<file path="src/rtl/gosd_pkg.sv">
// Shared codes, constants and types for the graphics order stream deframer.
package gosd_pkg;

   // Parser phase codes
   localparam logic [2:0] PH_ID    = 3'd0;
   localparam logic [2:0] PH_LEN   = 3'd1;
   localparam logic [2:0] PH_BODY  = 3'd2;
   localparam logic [2:0] PH_OPC   = 3'd3;
   localparam logic [2:0] PH_LENB  = 3'd4;
   localparam logic [2:0] PH_PAY   = 3'd5;
   localparam logic [2:0] PH_DEAD  = 3'd6;
   localparam logic [2:0] PH_SMALL = 3'd7;

   // Byte kind codes
   localparam logic [2:0] KIND_HEADER  = 3'd0;
   localparam logic [2:0] KIND_OPCODE  = 3'd1;
   localparam logic [2:0] KIND_LENGTH  = 3'd2;
   localparam logic [2:0] KIND_PAYLOAD = 3'd3;
   localparam logic [2:0] KIND_IGNORED = 3'd4;

   // Fault codes
   localparam logic [2:0] FLT_NONE      = 3'd0;
   localparam logic [2:0] FLT_BAD_ID    = 3'd1;
   localparam logic [2:0] FLT_BAD_LEN   = 3'd2;
   localparam logic [2:0] FLT_NO_EXTENT = 3'd3;
   localparam logic [2:0] FLT_SHORT_HDR = 3'd4;
   localparam logic [2:0] FLT_CUT_HEAD  = 3'd5;
   localparam logic [2:0] FLT_CUT_PAY   = 3'd6;

   // Header and order constants
   localparam logic [7:0]  ASSET_ID        = 8'h01;
   localparam logic [7:0]  LOW_NIBBLE_MASK = 8'h0f;
   localparam logic [7:0]  SHORT_LOW_MIN   = 8'h08;
   localparam logic [7:0]  MIN_HDR_LEN     = 8'd2;
   localparam logic [7:0]  EXTENT_LEN_WIDE = 8'd18;
   localparam logic [7:0]  EXTENT_LEN_NARROW = 8'd10;
   localparam logic [15:0] COORD_NARROW    = 16'd2;

   typedef struct packed {
      logic [2:0]  phase;
      logic [7:0]  header_left;
      logic [7:0]  header_seen;
      logic [15:0] coord_kind;
      logic [7:0]  held_opcode;
      logic [7:0]  payload_left;
      logic [7:0]  payload_count;
      logic [2:0]  fault_latch;
   } gosd_state_type;

   typedef struct packed {
      logic [2:0] byte_kind;
      logic [7:0] record_opcode;
      logic [7:0] payload_position;
      logic       record_done;
      logic       wide_coordinates;
      logic [2:0] fault;
   } gosd_rsp_type;

endpackage

</file>
<file path="src/rtl/gosd_if.sv">
// Valid/ready channel interfaces for the deframer's byte input and labeled output.
interface gosd_req_if;
   logic       valid;
   logic       ready;
   logic [7:0] data_byte;
   logic       asset_end;

   modport source (output valid, output data_byte, output asset_end, input ready);
   modport sink   (input valid, input data_byte, input asset_end, output ready);
endinterface

interface gosd_rsp_if;
   logic       valid;
   logic       ready;
   logic [2:0] byte_kind;
   logic [7:0] record_opcode;
   logic [7:0] payload_position;
   logic       record_done;
   logic       wide_coordinates;
   logic [2:0] fault;

   modport source (output valid, output byte_kind, output record_opcode,
                   output payload_position, output record_done,
                   output wide_coordinates, output fault, input ready);
   modport sink   (input valid, input byte_kind, input record_opcode,
                   input payload_position, input record_done,
                   input wide_coordinates, input fault, output ready);
endinterface

</file>
<file path="src/rtl/gosd_step.sv">
// Per-byte parser step: next parser state and the label of the current byte.
module gosd_step (
   input  gosd_pkg::gosd_state_type cur,
   input  logic [7:0]               data_byte,
   input  logic                     asset_end,
   output gosd_pkg::gosd_state_type nxt,
   output gosd_pkg::gosd_rsp_type   res
);
   import gosd_pkg::*;

   logic [7:0]  seen_inc;
   logic [7:0]  left_dec;
   logic [7:0]  pay_dec;
   logic [15:0] coord_new;
   logic        wide_cur;
   logic        wide_new;
   logic        extent_ok;
   logic        short_form;
   logic        dead;
   logic [2:0]  flt;

   // Counter updates, header field capture, and the extent and short-form checks
   always_comb begin
      seen_inc = (cur.header_seen != 8'hff) ? cur.header_seen + 8'd1 : cur.header_seen;
      left_dec = (cur.header_left != 8'd0) ? cur.header_left - 8'd1 : 8'd0;
      pay_dec  = (cur.payload_left != 8'd0) ? cur.payload_left - 8'd1 : 8'd0;
      if (seen_inc == 8'd1) begin
         coord_new = {data_byte, 8'h00};
      end else if (seen_inc == 8'd2) begin
         coord_new = cur.coord_kind | {8'h00, data_byte};
      end else begin
         coord_new = cur.coord_kind;
      end
      wide_cur  = (cur.coord_kind != COORD_NARROW);
      wide_new  = (coord_new != COORD_NARROW);
      extent_ok = ((coord_new == COORD_NARROW) && (seen_inc >= EXTENT_LEN_NARROW)) ||
                  (seen_inc >= EXTENT_LEN_WIDE);
      // high nibble below 8 and low nibble 8 or more
      short_form = !data_byte[7] &&
                   ((data_byte & LOW_NIBBLE_MASK) >= SHORT_LOW_MIN);
   end

   // Phase decode
   always_comb begin
      nxt  = cur;
      res  = '0;
      dead = 1'b0;
      flt  = FLT_NONE;
      case (cur.phase)
         PH_ID: begin
            if (data_byte != ASSET_ID) begin
               flt = FLT_BAD_ID;
            end else if (asset_end) begin
               flt = FLT_SHORT_HDR;
            end else begin
               nxt.phase = PH_LEN;
            end
         end
         PH_LEN: begin
            if (asset_end) begin
               flt = FLT_SHORT_HDR;
            end else begin
               nxt.header_left = data_byte;
               nxt.header_seen = 8'd0;
               nxt.phase       = (data_byte < MIN_HDR_LEN) ? PH_SMALL : PH_BODY;
            end
         end
         PH_SMALL: begin
            nxt.header_seen = seen_inc;
            nxt.coord_kind  = coord_new;
            if (seen_inc >= 8'd2) begin
               flt = FLT_BAD_LEN;
            end else if (asset_end) begin
               flt = FLT_SHORT_HDR;
            end
         end
         PH_BODY: begin
            nxt.header_seen = seen_inc;
            nxt.coord_kind  = coord_new;
            nxt.header_left = left_dec;
            if (seen_inc >= 8'd2) begin
               res.wide_coordinates = wide_new;
            end
            if (left_dec == 8'd0) begin
               if (!extent_ok) begin
                  flt = FLT_NO_EXTENT;
               end else begin
                  nxt.phase = PH_OPC;
               end
            end else if (asset_end) begin
               flt = (seen_inc < 8'd2) ? FLT_SHORT_HDR : FLT_BAD_LEN;
            end
         end
         PH_OPC: begin
            res.byte_kind        = KIND_OPCODE;
            res.record_opcode    = data_byte;
            res.wide_coordinates = wide_cur;
            nxt.held_opcode      = data_byte;
            nxt.payload_count    = 8'd0;
            if (data_byte == 8'd0) begin
               res.record_done = 1'b1;
            end else if (short_form) begin
               nxt.payload_left = 8'd1;
               nxt.phase        = PH_PAY;
               if (asset_end) flt = FLT_CUT_PAY;
            end else begin
               nxt.phase = PH_LENB;
               if (asset_end) flt = FLT_CUT_HEAD;
            end
         end
         PH_LENB: begin
            res.byte_kind        = KIND_LENGTH;
            res.record_opcode    = cur.held_opcode;
            res.wide_coordinates = wide_cur;
            nxt.payload_left     = data_byte;
            if (data_byte == 8'd0) begin
               res.record_done = 1'b1;
               nxt.phase       = PH_OPC;
            end else begin
               nxt.phase = PH_PAY;
               if (asset_end) flt = FLT_CUT_PAY;
            end
         end
         PH_PAY: begin
            res.byte_kind        = KIND_PAYLOAD;
            res.record_opcode    = cur.held_opcode;
            res.wide_coordinates = wide_cur;
            res.payload_position = cur.payload_count;
            nxt.payload_count    = cur.payload_count + 8'd1;
            nxt.payload_left     = pay_dec;
            if (pay_dec == 8'd0) begin
               res.record_done = 1'b1;
               nxt.phase       = PH_OPC;
            end else if (asset_end) begin
               flt = FLT_CUT_PAY;
            end
         end
         default: begin
            dead          = 1'b1;
            res.byte_kind = KIND_IGNORED;
            flt           = cur.fault_latch;
         end
      endcase

      // Latch a new fault and park the parser
      if (!dead && (flt != FLT_NONE)) begin
         nxt.fault_latch = flt;
         nxt.phase       = PH_DEAD;
      end
      // Start over after the last byte of an asset
      if (asset_end) begin
         nxt = '0;
      end
      res.fault = flt;
   end

endmodule

</file>
<file path="src/rtl/gosd_outq.sv">
// Two-entry result buffer: output register plus skid entry.
module gosd_outq (
   input  logic                   clock,
   input  logic                   reset,
   input  logic                   push,
   input  gosd_pkg::gosd_rsp_type push_data,
   output logic                   space,
   output logic                   out_valid,
   input  logic                   out_ready,
   output gosd_pkg::gosd_rsp_type out_data
);
   import gosd_pkg::*;

   gosd_rsp_type head_ff;
   gosd_rsp_type head_in;
   gosd_rsp_type skid_ff;
   gosd_rsp_type skid_in;
   logic         head_valid_ff;
   logic         head_valid_in;
   logic         skid_valid_ff;
   logic         skid_valid_in;
   logic         pop;

   assign pop       = head_valid_ff && out_ready;
   assign space     = !skid_valid_ff;
   assign out_valid = head_valid_ff;
   assign out_data  = head_ff;

   // Advance the head from the skid entry, or load the new transaction into the head or skid entry
   always_comb begin
      head_in       = head_ff;
      skid_in       = skid_ff;
      head_valid_in = head_valid_ff;
      skid_valid_in = skid_valid_ff;
      if (pop) begin
         if (skid_valid_ff) begin
            head_in       = skid_ff;
            skid_valid_in = 1'b0;
         end else begin
            head_in       = push_data;
            head_valid_in = push;
         end
      end else if (push) begin
         if (!head_valid_ff) begin
            head_in       = push_data;
            head_valid_in = 1'b1;
         end else begin
            skid_in       = push_data;
            skid_valid_in = 1'b1;
         end
      end
   end

   always_ff @(posedge clock) begin
      if (reset) begin
         head_valid_ff <= 1'b0;
         skid_valid_ff <= 1'b0;
      end else begin
         head_valid_ff <= head_valid_in;
         skid_valid_ff <= skid_valid_in;
      end
      head_ff <= head_in;
      skid_ff <= skid_in;
   end

   // The skid entry is only ever filled behind a full head
   a_skid_behind_head: assert property (@(posedge clock) disable iff (reset)
      skid_valid_ff |-> head_valid_ff)
      else $error("skid entry valid with empty head");

   // A transaction is never pushed into a full buffer
   a_no_overflow: assert property (@(posedge clock) disable iff (reset)
      !(push && skid_valid_ff))
      else $error("push into full result buffer");

   // A stalled skid entry moves to the head once the head is taken
   a_skid_advances: assert property (@(posedge clock) disable iff (reset)
      (pop && skid_valid_ff) |=> (head_valid_ff && (head_ff == $past(skid_ff))))
      else $error("skid entry lost on head pop");

endmodule

</file>
<file path="src/rtl/graphics_order_stream_deframer_top.sv">
// Top level of the graphics order stream deframer.
// Accepts one asset byte per cycle while req_if.ready is high and returns one
// registered labeled result per byte, in order. The parser state updates in the
// same cycle the byte is accepted, so a byte can follow in every cycle; the
// results pass through a two-entry buffer (output register plus skid entry),
// so one more byte is taken while a result waits, and req_if.ready drops only
// when both entries are full. Sustained rate is one transaction per cycle while
// the result side keeps up. The parser returns to its reset state after every
// byte flagged as the end of an asset.
module graphics_order_stream_deframer_top (
   input  logic        clock,
   input  logic        reset,
   gosd_req_if.sink    req_if,
   gosd_rsp_if.source  rsp_if
);
   import gosd_pkg::*;

   gosd_state_type state_ff;
   gosd_state_type state_in;
   gosd_state_type step_nxt;
   gosd_rsp_type   step_res;
   gosd_rsp_type   rsp_data;
   logic           accept;
   logic           space;

   assign accept       = req_if.valid && space;
   assign req_if.ready = space;

   // Parser step
   gosd_step u_step (
      .cur       (state_ff),
      .data_byte (req_if.data_byte),
      .asset_end (req_if.asset_end),
      .nxt       (step_nxt),
      .res       (step_res)
   );

   // Hold state unless a transaction is taken
   assign state_in = accept ? step_nxt : state_ff;

   always_ff @(posedge clock) begin
      if (reset) begin
         state_ff <= '0;
      end else begin
         state_ff <= state_in;
      end
   end

   // Result buffer
   gosd_outq u_outq (
      .clock     (clock),
      .reset     (reset),
      .push      (accept),
      .push_data (step_res),
      .space     (space),
      .out_valid (rsp_if.valid),
      .out_ready (rsp_if.ready),
      .out_data  (rsp_data)
   );

   assign rsp_if.byte_kind        = rsp_data.byte_kind;
   assign rsp_if.record_opcode    = rsp_data.record_opcode;
   assign rsp_if.payload_position = rsp_data.payload_position;
   assign rsp_if.record_done      = rsp_data.record_done;
   assign rsp_if.wide_coordinates = rsp_data.wide_coordinates;
   assign rsp_if.fault            = rsp_data.fault;

   // A parked parser always holds a fault code
   a_dead_has_fault: assert property (@(posedge clock) disable iff (reset)
      (state_ff.phase == PH_DEAD) |-> (state_ff.fault_latch != FLT_NONE))
      else $error("parser parked without a fault code");

   // The last byte of an asset returns the parser to its reset state
   a_end_clears: assert property (@(posedge clock) disable iff (reset)
      (accept && req_if.asset_end) |=> (state_ff == '0))
      else $error("state not cleared after asset end");

   // Ignored bytes always carry a fault code
   a_ignored_faulted: assert property (@(posedge clock) disable iff (reset)
      (accept && (step_res.byte_kind == KIND_IGNORED)) |-> (step_res.fault != FLT_NONE))
      else $error("ignored byte without fault");

endmodule
</file>
<file path="src/flat_wrapper.sv">
// flat-port wrapper written by rule: the top's interface ports become plain ports
module graphics_order_stream_deframer_top_flat import gosd_pkg::*;
  (clock, reset, req_if_valid, req_if_data_byte, req_if_asset_end, req_if_ready, rsp_if_valid, rsp_if_byte_kind, rsp_if_record_opcode, rsp_if_payload_position, rsp_if_record_done, rsp_if_wide_coordinates, rsp_if_fault, rsp_if_ready);
  gosd_req_if req_if_i ();
  gosd_rsp_if rsp_if_i ();
  input  logic clock;
  input  logic reset;
  input wire logic [$bits(req_if_i.valid)-1:0] req_if_valid;
  input wire logic [$bits(req_if_i.data_byte)-1:0] req_if_data_byte;
  input wire logic [$bits(req_if_i.asset_end)-1:0] req_if_asset_end;
  output wire logic [$bits(req_if_i.ready)-1:0] req_if_ready;
  output wire logic [$bits(rsp_if_i.valid)-1:0] rsp_if_valid;
  output wire logic [$bits(rsp_if_i.byte_kind)-1:0] rsp_if_byte_kind;
  output wire logic [$bits(rsp_if_i.record_opcode)-1:0] rsp_if_record_opcode;
  output wire logic [$bits(rsp_if_i.payload_position)-1:0] rsp_if_payload_position;
  output wire logic [$bits(rsp_if_i.record_done)-1:0] rsp_if_record_done;
  output wire logic [$bits(rsp_if_i.wide_coordinates)-1:0] rsp_if_wide_coordinates;
  output wire logic [$bits(rsp_if_i.fault)-1:0] rsp_if_fault;
  input wire logic [$bits(rsp_if_i.ready)-1:0] rsp_if_ready;
  assign req_if_i.valid = req_if_valid;
  assign req_if_i.data_byte = req_if_data_byte;
  assign req_if_i.asset_end = req_if_asset_end;
  assign req_if_ready = req_if_i.ready;
  assign rsp_if_valid = rsp_if_i.valid;
  assign rsp_if_byte_kind = rsp_if_i.byte_kind;
  assign rsp_if_record_opcode = rsp_if_i.record_opcode;
  assign rsp_if_payload_position = rsp_if_i.payload_position;
  assign rsp_if_record_done = rsp_if_i.record_done;
  assign rsp_if_wide_coordinates = rsp_if_i.wide_coordinates;
  assign rsp_if_fault = rsp_if_i.fault;
  assign rsp_if_i.ready = rsp_if_ready;
  graphics_order_stream_deframer_top u_core (.clock(clock), .reset(reset), .req_if(req_if_i), .rsp_if(rsp_if_i));
endmodule
</file>
<file path="config.mk">
export PLATFORM = sky130hd
export DESIGN_NAME = graphics_order_stream_deframer_top_flat
export DESIGN_NICKNAME = d
export VERILOG_FILES = /design/src/rtl/gosd_pkg.sv /design/src/rtl/gosd_if.sv /design/src/rtl/gosd_step.sv /design/src/rtl/gosd_outq.sv /design/src/rtl/graphics_order_stream_deframer_top.sv /design/src/flat_wrapper.sv
export SDC_FILE = /design/constraint.sdc
export NUM_CORES = 1
export LEC_CHECK = 0
export BUFFER_PORTS_ARGS = -buffer_cell sky130_fd_sc_hd__buf_2
export CELL_PAD_IN_SITES_DETAIL_PLACEMENT = 0
export CELL_PAD_IN_SITES_GLOBAL_PLACEMENT = 2
export CORE_UTILIZATION = 38
export CTS_CLUSTER_SIZE = 12
export DETAILED_ROUTE_END_ITERATION = 8
export PLACE_DENSITY_LB_ADDON = 0.1
export SYNTH_ARGS = -nofsm -noshare
export SYNTH_HDL_FRONTEND = slang
export SYNTH_SLANG_ARGS = --single-unit
export TNS_END_PERCENT = 50
</file>
<file path="constraint.sdc">
create_clock -name clock -period 7.2 [get_ports clock]
set_input_delay 0.72 -clock clock [delete_from_list [all_inputs] [get_ports clock]]
set_output_delay 0.72 -clock clock [all_outputs]
set_load 0.01 [all_outputs]
</file>
==> qor.txt <==
outcome: finished clean
Placed Area: 6110 sq um
layout cells sized above 1: 0.154
CTS tree: yes
Final Hold Vio Count: 0
routed vias/inst: 5.76
reg2reg start: u_core.state_ff[43]$_SDFFE_PP0P_
Worst-Skew Late Latency: 360 ps
Finished Core Util: 0.434
syn_nets: 649
Clock Skew: 11.8 ps
chip width: 126 um
synthesis-stage register bit count: 112
Leak: 2.39 nW
detailed-route via count: 4794
hold path start: u_core.state_ff[28]$_SDFFE_PP0P_
worst reg-to-reg setup slack: 4030 ps
DRC viols: 0
syn_area_per_cell: 9.32 sq um
DP HPWL: 10400 um
Wirelength per Cell: 17.8 um
Final nets: 665
WP data required: 7300 ps
Reg2Reg Depth: 9
yosys warns: 0
commonest non-fill, non-tap cell in the layout: nor2_1
Setup TNS Final: 0 ps
number of flops mapped to enable cells by yosys: 48
final instance area: 6410 sq um
Hold-fix buffers, CTS: 0
hold depth: 2
Filler Cell Count: 1460
drt first-iter violations: 308
Critical Path Source: u_core.state_ff[43]$_SDFFE_PP0P_
# rows: 44
pin count of the biggest net entering global routing: 59
Rel. slew slack: 0.232
first-pass GRT wire length: 24100 um
GRT Util Overall: 0.193
register area share after synthesis: 0.465
Mapped Area: 5850 sq um
starting density of the core: 0.397
Core Box Area: 14800 sq um
Die Footprint: 15900 sq um
fin crit share: 0.440
Hold Path Class: flip-flop to flip-flop
Syn Inst Count: 628
commonest cells after routing, fill and taps aside: nor2_1, dfxtp_1, edfxtp_1
Post-Route WL: 14900 um
Die Y: 126 um
synth unique cells: 69
asr flop ratio synth: 0
Critical Path Sink Type: flip-flop
initial antenna violation count: 0
H-tree levels: 3
CP arrival: 3270 ps
drt pass-1 iters: 8
Post-synth top flop: dfxtp_1
power per cell area: 214 nW/um^2
routability-driven placement congestion ratio: 0.820
diode count: 0
Final setup viols: 0
worst slew pin tran: 1140 ps
Root Driver: clkbuf_16
r2r endpoint: u_core.u_outq.out_data[1]$_DFFE_PP_
number of max-cap violations: 0
total CTS buffers: 9
CP max FO: 9
share of the synthesized area in the top cell type: 0.246
Hold EP: u_core.state_ff[28]$_SDFFE_PP0P_
worst vdd ir: 0.114 mV
post-CTS setup buffers: 0
RSZ-0062 raised after global routing: false
# IOs: 39
Sink Count: 112
area grow syn2layout: 9.56%
total grt overflow: 0
Max Root-Sink Buffers: 2
cells taking the most area after synthesis: edfxtp_1, dfxtp_1, nor2_1
Final ANT Viol Nets: 0
maximum clock rate: 316 MHz
vias in the first global route: 4447
Startpoint Class: flip-flop
clock slew seen by the registers of the worst setup and hold paths: 80 ps
critical path type: flip-flop to flip-flop
Resize count post-CTS: 0
Slew Limit Fails: 0
crit path time final: 3170 ps
cell taking the most area after synthesis: edfxtp_1
buffers added on ports: 38
-- worst max path at each step --
stage          slack, ps  cells after the start                             endpoint
5_1_grt             3590                      9      u_core.state_ff[8]$_SDFFE_PP0P_
3_5_place_dp        4050                     10  u_core.u_outq.out_data[0]$_DFFE_PP_
3_3_place_gp        4040                     10  u_core.u_outq.out_data[1]$_DFFE_PP_
4_1_cts             4020                     10  u_core.u_outq.out_data[0]$_DFFE_PP_
6_report            4030                      9  u_core.u_outq.out_data[1]$_DFFE_PP_
2_1_floorplan       4050                      3  u_core.u_outq.out_data[0]$_DFFE_PP_
-- flip-flops by register name, summed over array words and instances (netlist names) --
register / count
u_core.state_ff: 62
u_core.u_outq.out_data: 24
u_core.u_outq.skid_ff: 24
u_core.u_outq.out_valid: 1
u_core.u_outq.skid_valid_ff: 1
-- worst max-delay path, stage by stage, from the launching register on --
cell       delay, ps
dfxtp_1          390
ha_1             320
a211oi_1         300
nand4_2          190
a221oi_4         480
a41oi_4          200
a2111oi_4        440
o21bai_1         160
o21a_1           150
mux2_2           270
-- power breakdown --
part / switching [mW] / internal (mW) / total [mW]
clock: 0.263 / 0.250 / 0.514
sequential: 0.0124 / 0.684 / 0.696
combinational: 0.106 / 0.0545 / 0.160
total: 0.382 / 0.988 / 1.37
-- cells in the mapped netlist (all sizes together), types with 4 or more instances --
cell    number
a211oi       5
a21o         5
a21oi       35
a22o         8
a22oi       38
a31oi        9
and2         5
and3        14
buf          6
clkbuf      29
dfxtp       64
edfxtp      48
ha           8
inv         17
mux2        18
nand2       44
nand2b       5
nand3       10
nand4        8
nor2       100
nor2b        6
nor3        27
nor4b        4
o21a         4
o21ai       33
o22ai        6
o31ai        6
or3          9
or4          4
xnor2        5
xor2         6
-- logic make-up after synthesis --
group / Yosys count / synth area share
xor gates and xnor gates: 11 / 0.0165
muxes: 20 / 0.0381
buffers and inverters: 54 / 0.0434
DFF: 112 / 0.465
and+or+nand+nor: 249 / 0.208
adders and majority gates: 8 / 0.0171
AOI/OAI and AO/OA: 174 / 0.211
-- per-layer routing --
| metal | vias to the layer above | track usage | part of all wire | wire length [um] |
|---|---|---|---|---|
| met2 | 103 | 0.298 | 0.45 | 6700 |
| met4 | 0 | 0.0602 | 0.011 | 166 |
| met3 | 12 | 0.0251 | 0.033 | 494 |
| met1 | 2315 | 0.280 | 0.50 | 7490 |
| met5 | - | 0 | 0 | 0 |
| li1 | 2364 | - | - | - |
-- per-stage QoR --
step                      hold WS, ps  instances  power (mW)  worst slack, ps
after floorplan                   454        628       0.819             4050
after global placement            469        817       0.871             4040
after detailed placement          476        817       0.871             4050
after CTS                         497        833        1.39             4020
after global routing              517        833        1.44             3590
final                             494        833        1.37             4030
-- final cells by class --
type | instances | area [sq um] | share of cell area
clock inverter | 7 | 73.8 | 0.0115
multi-input combinational | 462 | 2880 | 0.449
clock buffer | 9 | 225 | 0.0351
tap | 184 | 230 | 0.0359
timing repair buffer | 41 | 213 | 0.0332
inverter | 18 | 67.6 | 0.0105
sequential | 112 | 2720 | 0.425
No activity file was read; power rests on OpenSTA's default activity.
